**src/rtl/assert_macros.svh**
```systemverilog
// assertion macros shared by the circular deque rtl
// no dependencies; included inside module bodies
`ifndef ASSERT_MACROS_SVH
`define ASSERT_MACROS_SVH

// property that must hold at every clock edge outside reset
`define CDQ_ASSERT(name, clk, rst_n, expr) \
    name: assert property (@(posedge clk) disable iff (!rst_n) (expr)) \
        else $error("cdq assertion failed");

// antecedent in one cycle implies consequent in the next cycle
`define CDQ_ASSERT_NEXT(name, clk, rst_n, ante, cons) \
    name: assert property (@(posedge clk) disable iff (!rst_n) (ante) |=> (cons)) \
        else $error("cdq assertion failed");

`endif

```
**src/rtl/cdq_pkg.sv**
```systemverilog
// shared types and constants for the circular deque
// no dependencies; imported by cdq_ctrl and circular_deque_unit
package cdq_pkg;

    localparam int          DEFAULT_DEPTH = 128;
    localparam int          CAP_W         = 8;
    localparam int          VALUE_W       = 32;
    localparam int          POS_W         = 8;
    localparam logic [7:0]  CAP_RESET     = 8'd128;
    localparam logic [7:0]  POS_NONE      = 8'hFF;

    // operation carried with each input word
    typedef enum logic [1:0] {
        MODE_PUSH_REAR  = 2'd0,
        MODE_POP_FRONT  = 2'd1,
        MODE_PUSH_FRONT = 2'd2,
        MODE_POP_REAR   = 2'd3
    } t_mode;

    // outcome reported with each result word
    typedef enum logic [1:0] {
        ST_DONE  = 2'd0,
        ST_FULL  = 2'd1,
        ST_EMPTY = 2'd2
    } t_status;

    // per-operation result info handed from the pointer control
    typedef struct packed {
        t_status            status;
        logic               pop_ok;
        logic [POS_W-1:0]   front_pos;
        logic [POS_W-1:0]   rear_pos;
    } t_result_info;

endpackage

```
**src/rtl/cdq_ctrl.sv**
```systemverilog
// head/tail pointer control and capacity register of the circular deque
// depends on cdq_pkg and assert_macros.svh
module cdq_ctrl #(
    parameter int DEPTH = cdq_pkg::DEFAULT_DEPTH,
    parameter int IDX_W = $clog2(DEPTH)
) (
    input  logic                        i_clk,
    input  logic                        i_rst_n,
    input  logic                        i_cfg_we,
    input  logic [cdq_pkg::CAP_W-1:0]   i_cfg_cap,
    input  logic                        i_op_en,
    input  cdq_pkg::t_mode              i_mode,
    output logic                        o_wr_en,
    output logic [IDX_W-1:0]            o_wr_addr,
    output logic [IDX_W-1:0]            o_rd_addr,
    output cdq_pkg::t_result_info       o_info
);
    import cdq_pkg::*;

    `include "assert_macros.svh"

    logic [IDX_W-1:0] r_head, n_head;
    logic [IDX_W-1:0] r_tail, n_tail;
    logic             r_empty, n_empty;
    logic [IDX_W-1:0] r_last;

    logic [IDX_W-1:0] head_inc, head_dec, tail_inc, tail_dec;
    logic             full;
    logic             push_op;
    logic             wr_en;
    t_status          status;
    logic             pop_ok;
    logic [31:0]      head_ext, tail_ext;

    // last usable index for a capacity value, clamped to 1..DEPTH entries
    function automatic logic [IDX_W-1:0] last_of(input logic [CAP_W-1:0] cap);
        logic [31:0] c;
        begin
            c = 32'(cap);
            if (c == 32'd0) begin
                return '0;
            end
            if (c > 32'(DEPTH)) begin
                return IDX_W'(DEPTH - 1);
            end
            return IDX_W'(c - 32'd1);
        end
    endfunction

    // wrapping neighbors of both pointers
    assign head_inc = (r_head == r_last) ? '0 : r_head + 1'b1;
    assign head_dec = (r_head == '0) ? r_last : r_head - 1'b1;
    assign tail_inc = (r_tail == r_last) ? '0 : r_tail + 1'b1;
    assign tail_dec = (r_tail == '0) ? r_last : r_tail - 1'b1;
    assign full     = !r_empty && (tail_inc == r_head);
    assign push_op  = (i_mode == MODE_PUSH_REAR) || (i_mode == MODE_PUSH_FRONT);

    // next pointer state and outcome of the requested operation
    always_comb begin
        n_head    = r_head;
        n_tail    = r_tail;
        n_empty   = r_empty;
        wr_en     = 1'b0;
        o_wr_addr = '0;
        status    = ST_DONE;
        pop_ok    = 1'b0;
        case (i_mode)
            MODE_PUSH_REAR, MODE_PUSH_FRONT: begin
                if (r_empty) begin
                    n_head  = '0;
                    n_tail  = '0;
                    n_empty = 1'b0;
                    wr_en   = 1'b1;
                end else if (full) begin
                    status = ST_FULL;
                end else if (i_mode == MODE_PUSH_REAR) begin
                    n_tail    = tail_inc;
                    wr_en     = 1'b1;
                    o_wr_addr = tail_inc;
                end else begin
                    n_head    = head_dec;
                    wr_en     = 1'b1;
                    o_wr_addr = head_dec;
                end
            end
            MODE_POP_FRONT, MODE_POP_REAR: begin
                if (r_empty) begin
                    status = ST_EMPTY;
                end else begin
                    pop_ok = 1'b1;
                    if (r_head == r_tail) begin
                        n_head  = '0;
                        n_tail  = '0;
                        n_empty = 1'b1;
                    end else if (i_mode == MODE_POP_FRONT) begin
                        n_head = head_inc;
                    end else begin
                        n_tail = tail_dec;
                    end
                end
            end
            default: begin
                status = ST_DONE;
            end
        endcase
    end

    // pops read the end they remove from
    assign o_rd_addr = (i_mode == MODE_POP_REAR) ? r_tail : r_head;
    assign o_wr_en   = i_op_en && wr_en;

    // positions after the operation, low bits only
    assign head_ext         = 32'(n_head);
    assign tail_ext         = 32'(n_tail);
    assign o_info.status    = status;
    assign o_info.pop_ok    = pop_ok;
    assign o_info.front_pos = n_empty ? POS_NONE : head_ext[POS_W-1:0];
    assign o_info.rear_pos  = n_empty ? POS_NONE : tail_ext[POS_W-1:0];

    // pointer state; a capacity write empties the queue
    always_ff @(posedge i_clk) begin
        if (!i_rst_n) begin
            r_head  <= '0;
            r_tail  <= '0;
            r_empty <= 1'b1;
            r_last  <= last_of(CAP_RESET);
        end else if (i_cfg_we) begin
            r_head  <= '0;
            r_tail  <= '0;
            r_empty <= 1'b1;
            r_last  <= last_of(i_cfg_cap);
        end else if (i_op_en) begin
            r_head  <= n_head;
            r_tail  <= n_tail;
            r_empty <= n_empty;
        end
    end

    // pointers stay within the configured ring
    `CDQ_ASSERT(a_ptr_in_ring, i_clk, i_rst_n, (r_head <= r_last) && (r_tail <= r_last))
    // an empty queue always sits at the origin
    `CDQ_ASSERT(a_empty_at_origin, i_clk, i_rst_n,
        !r_empty || ((r_head == '0) && (r_tail == '0)))
    // a dropped push leaves the pointers alone
    `CDQ_ASSERT_NEXT(a_full_push_holds, i_clk, i_rst_n,
        i_op_en && !i_cfg_we && push_op && full,
        $stable(r_head) && $stable(r_tail) && !r_empty)

endmodule

```
**config.mk**
```make
export PLATFORM = sky130hd
export DESIGN_NAME = cdq_ctrl
export DESIGN_NICKNAME = d
export VERILOG_FILES = /design/src/rtl/cdq_pkg.sv /design/src/rtl/cdq_ctrl.sv
export VERILOG_INCLUDE_DIRS = /design/src /design/src/rtl
export SDC_FILE = /design/constraint.sdc
export NUM_CORES = 1
export LEC_CHECK = 0
export ABC_AREA = 1
export BUFFER_PORTS_ARGS = -buffer_cell sky130_fd_sc_hd__buf_2
export CORE_ASPECT_RATIO = 0.75
export CORE_UTILIZATION = 58
export DETAILED_ROUTE_END_ITERATION = 10
export GPL_TIMING_DRIVEN = 0
export PLACE_DENSITY = 0.81
export SYNTH_ARGS = -nofsm -noshare
export SYNTH_HDL_FRONTEND = slang
export SYNTH_SLANG_ARGS = --single-unit
export TNS_END_PERCENT = 5
```
**constraint.sdc**
```tcl
create_clock -name i_clk -period 2.77 [get_ports i_clk]
set_clock_uncertainty 0.1 [all_clocks]
set_input_delay 0.554 -clock i_clk [delete_from_list [all_inputs] [get_ports i_clk]]
set_output_delay 0.554 -clock i_clk [all_outputs]
set_load 0.05 [all_outputs]
```
==> results.json, run 1 <==
{
  "htree_levels": 1,
  "cts_inserted_buffers": 3,
  "syn-num-nets": 559,
  "yosysUniqueCellTypes": 35,
  "synth-seq-area-share_pct": 14.4,
  "die_y_um": 64.9,
  "outcome": "did not finish",
  "synth.most_common_cell": "nand2_1",
  "syn_area_um2": 3060,
  "pin_count": 48,
  "synthTopCellsByCount": "nand2_1 (129), nand3_1 (76), inv_1 (54)",
  "grt.overflow.total": 16,
  "clockBufferDepth": 2,
  "yosysWarnings": 0,
  "gp_congestion": 1.03,
  "syn_inst": 537,
  "grt_util_all_layers_pct": 81.6,
  "postCtsHoldBufs": 0,
  "synth-edff-count": 0,
  "worst_endpoint": "o_info[2]",
  "cts.sinks": 22,
  "ys_seq_elements": 22,
  "row_count": 22,
  "io_buffers": 46,
  "grt_start_max_net_pins": 13,
  "error_line": "[ERROR GRT-0232] Routing congestion too high. Check the congestion heatmap in the GUI.",
  "die_w_um": 85.8,
  "lastStage": "5_1_grt",
  "cts_root_buffer": "clkbuf_8",
  "initial_core_util_pct": 61.4,
  "worstEpCategory": "top-level output",
  "yosys.area.top_type": "nand2_1",
  "yosys.area.top_type_share_pct": 15.8,
  "syn_area_per_cell_um2": 5.69,
  "hpwlAfterDp_um": 9030,
  "postSynth.asyncResetShare_pct": 0,
  "netlist_top_cells_area": "nand2_1 (16%), dfxtp_1 (14%), nand3_1 (12%), o21ai_0 (8.3%), inv_1 (6.6%)",
  "synthFlopType": "dfxtp_1"
}
-- cells by family after synthesis --
family                   share of synthesized area [%]
AND/OR/NAND/NOR                                   42.8
adder cells (fa/ha/maj)                           3.27
buffers and inverters                             14.6
flip-flops                                        14.4
XOR/XNOR                                          5.16
AO/OA/AOI/OAI                                     19.8
-- stage by stage --
step,TNS (ps),hold slack (ps),worst slack (ps),area (um^2),cells
floorplan,-2070,401,-163,3080,537
global placement,-13120,475,-682,3400,655
detailed placement,-13780,483,-717,3400,655
CTS,-6300,410,-313,4270,703
-- layer usage --
metal	track usage [%]	GRT overflow
met1	82.3	1
met2	94.8	7
met3	71.0	0
met4	80.8	8
met5	26.3	0
-- what timing repair did --
action / 4_1_cts
endpoints found under the hold margin: 0
resized for setup: 149
pin swaps: 30
gates cloned: 3
setup endpoints to repair: 27
buffers inserted: 44
==> inputs of run 2 (changes only) <==
--- a/config.mk
+++ b/config.mk
@@ -8,11 +8,10 @@
 export LEC_CHECK = 0
 export ABC_AREA = 1
 export BUFFER_PORTS_ARGS = -buffer_cell sky130_fd_sc_hd__buf_2
-export CORE_ASPECT_RATIO = 0.75
-export CORE_UTILIZATION = 58
+export CORE_UTILIZATION = 40
 export DETAILED_ROUTE_END_ITERATION = 10
 export GPL_TIMING_DRIVEN = 0
-export PLACE_DENSITY = 0.81
+export PLACE_DENSITY_LB_ADDON = 0.15
 export SYNTH_ARGS = -nofsm -noshare
 export SYNTH_HDL_FRONTEND = slang
 export SYNTH_SLANG_ARGS = --single-unit
==> results.json, run 2 <==
{
  "final_common_cell": "nand2_1",
  "syn-num-nets": 559,
  "cp.depth": 18,
  "fmax_mhz": 311,
  "dr.pass1.iters": 6,
  "yosys.area.top_type_share_pct": 15.8,
  "clk-insertion-delay-late_ps": 290,
  "drc": 0,
  "hold_class": "in2reg",
  "nets": 646,
  "netlist_top_cells_area": "nand2_1 (16%), dfxtp_1 (14%), nand3_1 (12%), o21ai_0 (8.3%), inv_1 (6.6%)",
  "path_common_cell": "nand2_4",
  "ant_nets": 0,
  "path_max_fanout": 8,
  "cp_top_family": "simple AND/OR/NAND/NOR gates",
  "fin_cells": 722,
  "crit_type": "reg2out",
  "ff2ff_path_depth": 20,
  "critPathArrivalTime_ps": 2560,
  "hold_viol_final": 0,
  "syn_to_final_growth_pct": 47.4,
  "preCtsSetupSlack_ps": -667,
  "syn_area_um2": 3060,
  "syn_inst": 537,
  "grt_pass1_wl_um": 18500,
  "synth.most_common_cell": "nand2_1",
  "clockBufferDepth": 2,
  "layout-drive-gt1-share_pct": 36.4,
  "leakagePower_nw": 2.19,
  "worst_pin_slew_ps": 557,
  "cts_tree": "built",
  "cts_inserted_buffers": 3,
  "dp_cells": 682,
  "crit_chain": "buf_8 > nand2_1 > nand2_4 > nand2_4 > nor2_4 > nand3_4 > buf_6 > nand2_4 > nand2_2 > nand2_2 > nand2_2 > nor2_4 > nand2_4 > clkbuf_16 > nand2_4 > nand3_4 > nand3_2 > buf_8",
  "drtIter0Drc": 519,
  "slowest_delay_ps": 380,
  "cts_root_buffer": "clkbuf_8",
  "row_count": 31,
  "finalCritPeriodShare_pct": 116,
  "postSynth.asyncResetShare_pct": 0,
  "worst_slack_ps": -445,
  "setup_viol": 23,
  "io_buffers": 46,
  "crit_path_end_kind": "output port",
  "grt.overflow.total": 0,
  "dieArea_um2": 8000,
  "layout_common_cells": "nand2_1 (111), nand3_1 (62), o21ai_0 (50)",
  "outcome": "finished with violations",
  "crit_required_ps": 2120,
  "viasPerCell": 5.80,
  "synthTopCellsByCount": "nand2_1 (129), nand3_1 (76), inv_1 (54)",
  "die_w_um": 89.4,
  "violations": "negative setup slack",
  "hpwlAfterDp_um": 8690,
  "grt_pass1_vias": 3549,
  "final_max_slew_viol_count": 0,
  "yosys.area.top_type": "nand2_1",
  "htree_levels": 1,
  "cp_slowest_cell": "dfxtp_4",
  "cts.sinks": 22,
  "critPathLaunch": "r_tail[0]",
  "wl_um": 13200,
  "synth-edff-count": 0,
  "relSlewSlack_pct": 62.8,
  "design_area_um2": 4510,
  "yosysWarnings": 0,
  "period_needed_ps": 3220,
  "endpoint": "o_info[3]",
  "diodes": 0,
  "r2r_start": "r_tail[0]",
  "cp-start-kind": "register",
  "rsz0062_at_grt": "yes",
  "synthFlopType": "dfxtp_1",
  "ir_drop_uv": 168,
  "grt_start_max_net_pins": 14,
  "synth-seq-area-share_pct": 14.4,
  "placed_area_um2": 3430,
  "grt_util_all_layers_pct": 31.3,
  "r2r_setup_slack_ps": 240,
  "yosysUniqueCellTypes": 35,
  "r2r_end": "r_tail[3]",
  "powerDensity_nw_per_um2": 301,
  "ys_seq_elements": 22,
  "cp.buffers_inverters": 4,
  "clk_pin_slew_ps": 90,
  "maxCapViolCount": 0,
  "core_um2": 7330,
  "die_y_um": 89.4,
  "vias": 4184,
  "pin_count": 48,
  "wl_per_cell_um": 18.2,
  "initial_core_util_pct": 41.7,
  "antenna_found_initial": 0,
  "top_regs": "r_head x7, r_last x7, r_tail x7",
  "min_path_cells": 2,
  "syn_area_per_cell_um2": 5.69,
  "gp_congestion": 1.00
}
==> run 2: worst min-delay path by stage <==
| stage | slack, ps | end | start |
|---|---|---|---|
| after global placement | 500 | r_empty | r_empty |
| after CTS | 390 | r_last[4] | i_rst_n |
| after detailed placement | 510 | r_empty | r_empty |
| final | 390 | r_last[4] | i_rst_n |
| after floorplan | 400 | r_last[0] | r_last[0] |
| after global routing | 420 | r_last[4] | i_rst_n |
==> run 2: cells by family after synthesis <==
family | synth area share [%]
flip-flops | 14.4
AND/OR/NAND/NOR | 42.8
adder cells (fa/ha/maj) | 3.27
buffers and inverters | 14.6
AO/OA/AOI/OAI | 19.8
XOR/XNOR | 5.16
==> run 2: per-layer routing <==
| metal | vias to the layer above | GRT usage (%) | routed length, um |
|---|---|---|---|
| met1 | 1886 | 43.0 | 5440 |
| met4 | 0 | 16.3 | 571 |
| met5 | - | 0 | 0 |
| met2 | 283 | 48.0 | 5860 |
| met3 | 61 | 3.51 | 1280 |
| li1 | 1954 | - | - |
==> run 2: layout make-up <==
type	instances	area, um^2
tap	99	124
sequential	22	474
inverter	69	322
clock buffer	3	41.3
multi-input combinational	417	2540
fill	701	2820
clock inverter	1	30.0
buffer	27	240
timing repair buffer	84	739
==> run 2: per-stage QoR <==
stage                     hold slack [ps]  setup TNS, ps  util (%)  power [mW]
after global placement                496         -12660      46.9       0.879
after floorplan                       401          -2070         -       0.750
after CTS                             391          -6520      53.0        1.26
after detailed placement              509         -13250      46.9       0.883
final                                 387          -8880      61.5        1.36
after global routing                  417         -10790      61.5        1.42
==> run 2: report_power, final <==
| group | switching (mW) | total, mW | internal [mW] |
|---|---|---|---|
| combinational | 0.443 | 0.678 | 0.236 |
| clock | 0.133 | 0.327 | 0.194 |
| sequential | 0.0233 | 0.352 | 0.328 |
| total | 0.599 | 1.36 | 0.758 |
==> run 2: repair_timing <==
item                       in CTS  in global routing
resized for setup              99                109
buffers inserted               13                 20
pin swaps                       4                 24
setup endpoints to repair      25                 25
gates cloned                    0                  5
hold buffers                    0                  0
(Power assumes the default switching activity.)
==> inputs of run 3 (changes only) <==
--- a/config.mk
+++ b/config.mk
@@ -12,6 +12,7 @@
 export DETAILED_ROUTE_END_ITERATION = 10
 export GPL_TIMING_DRIVEN = 0
 export PLACE_DENSITY_LB_ADDON = 0.15
+export SETUP_SLACK_MARGIN = 0.05
 export SYNTH_ARGS = -nofsm -noshare
 export SYNTH_HDL_FRONTEND = slang
 export SYNTH_SLANG_ARGS = --single-unit
==> constraint.sdc (replaced) <==
create_clock -name i_clk -period 2.77 [get_ports i_clk]
set_clock_uncertainty 0.1 [all_clocks]
set_input_delay 0.277 -clock i_clk [delete_from_list [all_inputs] [get_ports i_clk]]
set_output_delay 0.277 -clock i_clk [all_outputs]
set_load 0.05 [all_outputs]
==> results.json, run 3 (same netlist as run 2, synthesis figures left out) <==
{
  "worst_pin_slew_ps": 522,
  "pin_count": 48,
  "dieArea_um2": 8000,
  "ant_nets": 0,
  "grt_pass1_vias": 3715,
  "holdWs_ps": 101,
  "crit_required_ps": 2390,
  "wl_per_cell_um": 18.0,
  "die_w_um": 89.4,
  "top_layer": "met4",
  "antenna_found_initial": 0,
  "syn_to_final_growth_pct": 50.4,
  "layout_common_cells": "nand2_1 (108), buf_4 (52), o21ai_0 (50)",
  "grt_util_all_layers_pct": 32.3,
  "cp_slowest_cell": "dfxtp_2",
  "layout-drive-gt1-share_pct": 40.3,
  "initial_core_util_pct": 41.7,
  "nets": 655,
  "gp_congestion": 0.951,
  "htree_levels": 1,
  "preCtsSetupSlack_ps": -450,
  "crit_path_end_kind": "output port",
  "rsz0062_at_grt": "yes",
  "leakagePower_nw": 2.21,
  "crit_chain": "buf_6 > inv_8 > nand2_1 > nand2_1 > inv_2 > nor2_4 > nand3_4 > buf_6 > nand2_4 > nand2_2 > nand2_2 > nand2_2 > nor2_4 > nand2_4 > buf_8 > nand2_4 > nand3_4 > nand3_2 > buf_8",
  "outcome": "finished with violations",
  "crit_type": "reg2out",
  "core_um2": 7330,
  "hold_viol_final": 0,
  "drtIter0Drc": 533,
  "clk_pin_slew_ps": 100,
  "cts_tree": "built",
  "cts.sinks": 22,
  "totalPowerFinal_mw": 1.38,
  "io_buffers": 46,
  "final_max_slew_viol_count": 0,
  "slowest_delay_ps": 330,
  "powerDensity_nw_per_um2": 300,
  "relSlewSlack_pct": 65.1,
  "hold_class": "in2reg",
  "worst_slack_ps": -125,
  "postCtsHoldBufs": 0,
  "viasPerCell": 5.90,
  "cp.buffers_inverters": 6,
  "final_common_cell": "nand2_1",
  "clockBufferDepth": 2,
  "drc": 0,
  "diodes": 0,
  "cts_inserted_buffers": 3,
  "utilization_pct": 62.7,
  "cp_top_family": "simple AND/OR/NAND/NOR gates",
  "cts_root_buffer": "clkbuf_8",
  "violations": "negative setup slack",
  "top_regs": "r_head x7, r_last x7, r_tail x7",
  "period_needed_ps": 2900,
  "path_max_fanout": 6,
  "wl_um": 13100,
  "hpwlAfterDp_um": 8490,
  "maxCapViolCount": 0,
  "wl_met1_um": 5320,
  "grt_pass1_wl_um": 19300,
  "dr.pass1.iters": 5,
  "row_count": 31,
  "critPathArrivalTime_ps": 2520,
  "vias": 4315,
  "ir_drop_uv": 228,
  "wl_met3_um": 1200,
  "wl_met2_um": 5730,
  "clk-insertion-delay-late_ps": 290,
  "setup_viol": 22,
  "fmax_mhz": 345,
  "finalCritPeriodShare_pct": 105,
  "cp-start-kind": "register",
  "grt_start_max_net_pins": 14,
  "die_y_um": 89.4,
  "grt.overflow.total": 0
}
run 3: path summary, 6_finish.rpt:
| kind | from | endpoint | slack [ps] | cells past startpoint |
|---|---|---|---|---|
| max reg2reg | r_tail[5] | r_tail[5] | 360 | 21 |
| max | r_tail[5] | o_info[0] | -130 | 19 |
| min | i_rst_n | r_last[4] | 100 | 2 |
| min reg2reg | r_last[3] | r_last[3] | 480 | 2 |
run 3: area by class of cell:
class                   instances  area [um^2]
repair buffers                 93          782
multi-input cells             417         2610
flip-flops and latches         22          477
plain buffers                  27          220
inverters                      69          320
well taps                      99          124
clock buffers                   3         41.3
fillers                       657         2730
clock inverters                 1         30.0
run 3: repair_timing:
item                                    4_1_cts  5_1_grt
pin swaps                                    31       29
endpoints found under the setup margin       25       24
cloned                                        3        1
setup buffers                                31       12
resized for setup                           132       96
run 3: metal layers:
layer | GRT usage [%] | vias up
li1 | - | 1967
met1 | 42.1 | 1962
met2 | 50.7 | 290
met3 | 6.00 | 96
met4 | 16.9 | 0
met5 | 0 | -
run 3: report_power, final:
| group | total [mW] | internal, mW | switching [mW] |
|---|---|---|---|
| logic | 0.693 | 0.244 | 0.449 |
| clock network | 0.332 | 0.194 | 0.138 |
| registers | 0.354 | 0.329 | 0.0250 |
run 3: per-stage QoR:
| step | instances | instance area (um^2) | setup TNS, ps |
|---|---|---|---|
| floorplan | 537 | 3060 | 0 |
| global placement | 682 | 3410 | -5580 |
| detailed placement | 682 | 3410 | -6030 |
| CTS | 718 | 4160 | -97.3 |
| global route | 731 | 4600 | -4280 |
| finish | 731 | 4600 | -1850 |
==> inputs of run 4 (changes only) <==
--- a/config.mk
+++ b/config.mk
@@ -11,7 +11,7 @@
 export CORE_UTILIZATION = 40
 export DETAILED_ROUTE_END_ITERATION = 10
 export GPL_TIMING_DRIVEN = 0
-export PLACE_DENSITY_LB_ADDON = 0.15
+export PLACE_DENSITY_LB_ADDON = 0.05
 export SETUP_SLACK_MARGIN = 0.05
 export SYNTH_ARGS = -nofsm -noshare
 export SYNTH_HDL_FRONTEND = slang
==> results.json, run 4 (same netlist as run 2, synthesis figures left out) <==
{
  "dieArea_um2": 8000,
  "viasPerCell": 5.81,
  "diodes": 0,
  "hold_class": "in2reg",
  "drtIter0Drc": 384,
  "crit_path_end_kind": "output port",
  "leakagePower_nw": 2.17,
  "grt_pass1_wl_um": 20000,
  "initial_core_util_pct": 41.7,
  "crit_chain": "buf_6 > nand3_2 > nor2_2 > xor2_1 > buf_4 > buf_4 > nand3_1 > nand3_2 > nor2_4 > buf_6 > buf_8 > nand3_2 > nand3_2 > nand3_2 > buf_8",
  "ant_nets": 0,
  "power.net_switching_mw": 0.625,
  "totalPowerFinal_mw": 1.39,
  "pin_count": 48,
  "wl_per_cell_um": 19.0,
  "layout-drive-gt1-share_pct": 38.4,
  "cp_slowest_cell": "dfxtp_4",
  "clk-insertion-delay-late_ps": 280,
  "cts_root_buffer": "clkbuf_8",
  "gp_congestion": 0.997,
  "hpwlAfterDp_um": 9120,
  "design_area_um2": 4620,
  "rsz0062_at_grt": "yes",
  "cts.sinks": 22,
  "period_needed_ps": 2910,
  "relSlewSlack_pct": 56.6,
  "drc": 0,
  "io_buffers": 46,
  "top_regs": "r_head x7, r_last x7, r_tail x7",
  "cp.buffers_inverters": 6,
  "critPathArrivalTime_ps": 2530,
  "holdWs_ps": 111,
  "die_w_um": 89.4,
  "core_um2": 7330,
  "setup_viol": 22,
  "postCtsHoldBufs": 0,
  "combPwrFrac_pct": 50.7,
  "dr.pass1.iters": 6,
  "p_int_mw": 0.770,
  "crit_type": "reg2out",
  "outcome": "finished with violations",
  "fillers": 688,
  "preCtsSetupSlack_ps": -472,
  "row_count": 31,
  "fmax_mhz": 344,
  "cp_top_family": "buffers and inverters",
  "violations": "negative setup slack",
  "clockBufferDepth": 2,
  "switching_share_pct": 44.8,
  "powerDensity_nw_per_um2": 302,
  "syn_to_final_growth_pct": 50.9,
  "ir_drop_uv": 210,
  "finalCritPeriodShare_pct": 105,
  "final_max_slew_viol_count": 0,
  "vias": 4236,
  "cts_tree": "built",
  "grt_start_max_net_pins": 14,
  "path_common_cell": "nand3_2",
  "slowest_delay_ps": 420,
  "final_common_cell": "nand2_1",
  "p_seq_share_pct": 25.3,
  "cts_inserted_buffers": 3,
  "antenna_found_initial": 0,
  "path_max_fanout": 5,
  "wl_um": 13800,
  "grt.overflow.total": 0,
  "crit_required_ps": 2390,
  "clk_pin_slew_ps": 110,
  "placed_area_um2": 3410,
  "grt_pass1_vias": 3746,
  "worst_pin_slew_ps": 650,
  "layout_common_cells": "nand2_1 (113), o21ai_0 (47), inv_1 (46)",
  "power_frac_clock_pct": 24.0,
  "hold_viol_final": 0,
  "htree_levels": 1,
  "grt_util_all_layers_pct": 34.2,
  "worst_slack_ps": -137,
  "die_y_um": 89.4,
  "nets": 653,
  "maxCapViolCount": 0,
  "cp-start-kind": "register"
}
## run 4: cell types whose count changed in the layout (fill, tap and decap cells not counted), sizes merged
cell	delta
buf	-4
clkbuf	+1
clkinvlp	+1
## run 4: path summary, 6_finish.rpt
check | startpoint | end | slack [ps] | depth (start not counted)
worst max-delay path | r_tail[1] | o_info[3] | -140 | 15
worst max register to register | r_tail[1] | r_tail[5] | 240 | 18
worst min-delay path | i_rst_n | r_last[4] | 110 | 2
worst min register to register | r_last[3] | r_last[3] | 460 | 2
## run 4: final cells by class
| cell class | count | area (um^2) | area share (%) |
|---|---|---|---|
| Clock inverter | 1 | 30.0 | 0.651 |
| Multi-Input combinational cell | 417 | 2610 | 56.6 |
| Buffer | 27 | 226 | 4.91 |
| Inverter | 69 | 312 | 6.75 |
| Clock buffer | 3 | 41.3 | 0.895 |
| Timing Repair Buffer | 90 | 797 | 17.3 |
| Sequential cell | 22 | 467 | 10.1 |
| Timing Repair inverter | 1 | 5.00 | 0.108 |
| Tap cell | 99 | 124 | 2.68 |
## run 4: through the flow
stage	cells	setup TNS (ps)	utilization [%]
floorplan	537	0	-
global placement	682	-7590	46.5
detailed placement	682	-7130	46.5
CTS	719	-346	58.7
global route	729	-3920	63.0
finish	729	-1940	63.0
## run 4: timing repair
action	4_1_cts	5_1_grt
setup endpoints to repair	29	25
resized for setup	163	64
gates cloned	3	2
pin swaps	26	21
setup buffers	32	8
## run 4: layer usage
layer | share of wire [%] | wire (um) | GRT usage [%]
met2 | 46 | 6370 | 56.1
met1 | 42 | 5780 | 44.5
met5 | 0 | 0 | 0
met3 | 7.9 | 1090 | 5.17
met4 | 4.3 | 591 | 14.3
## run 4: power groups by stage
stage	clock [mW]	sequential, mW	combinational, mW
floorplan	0	0.348	0.399
global placement	0	0.355	0.530
detailed placement	0	0.355	0.532
CTS	0.332	0.351	0.642
global route	0.341	0.354	0.753
finish	0.335	0.352	0.707
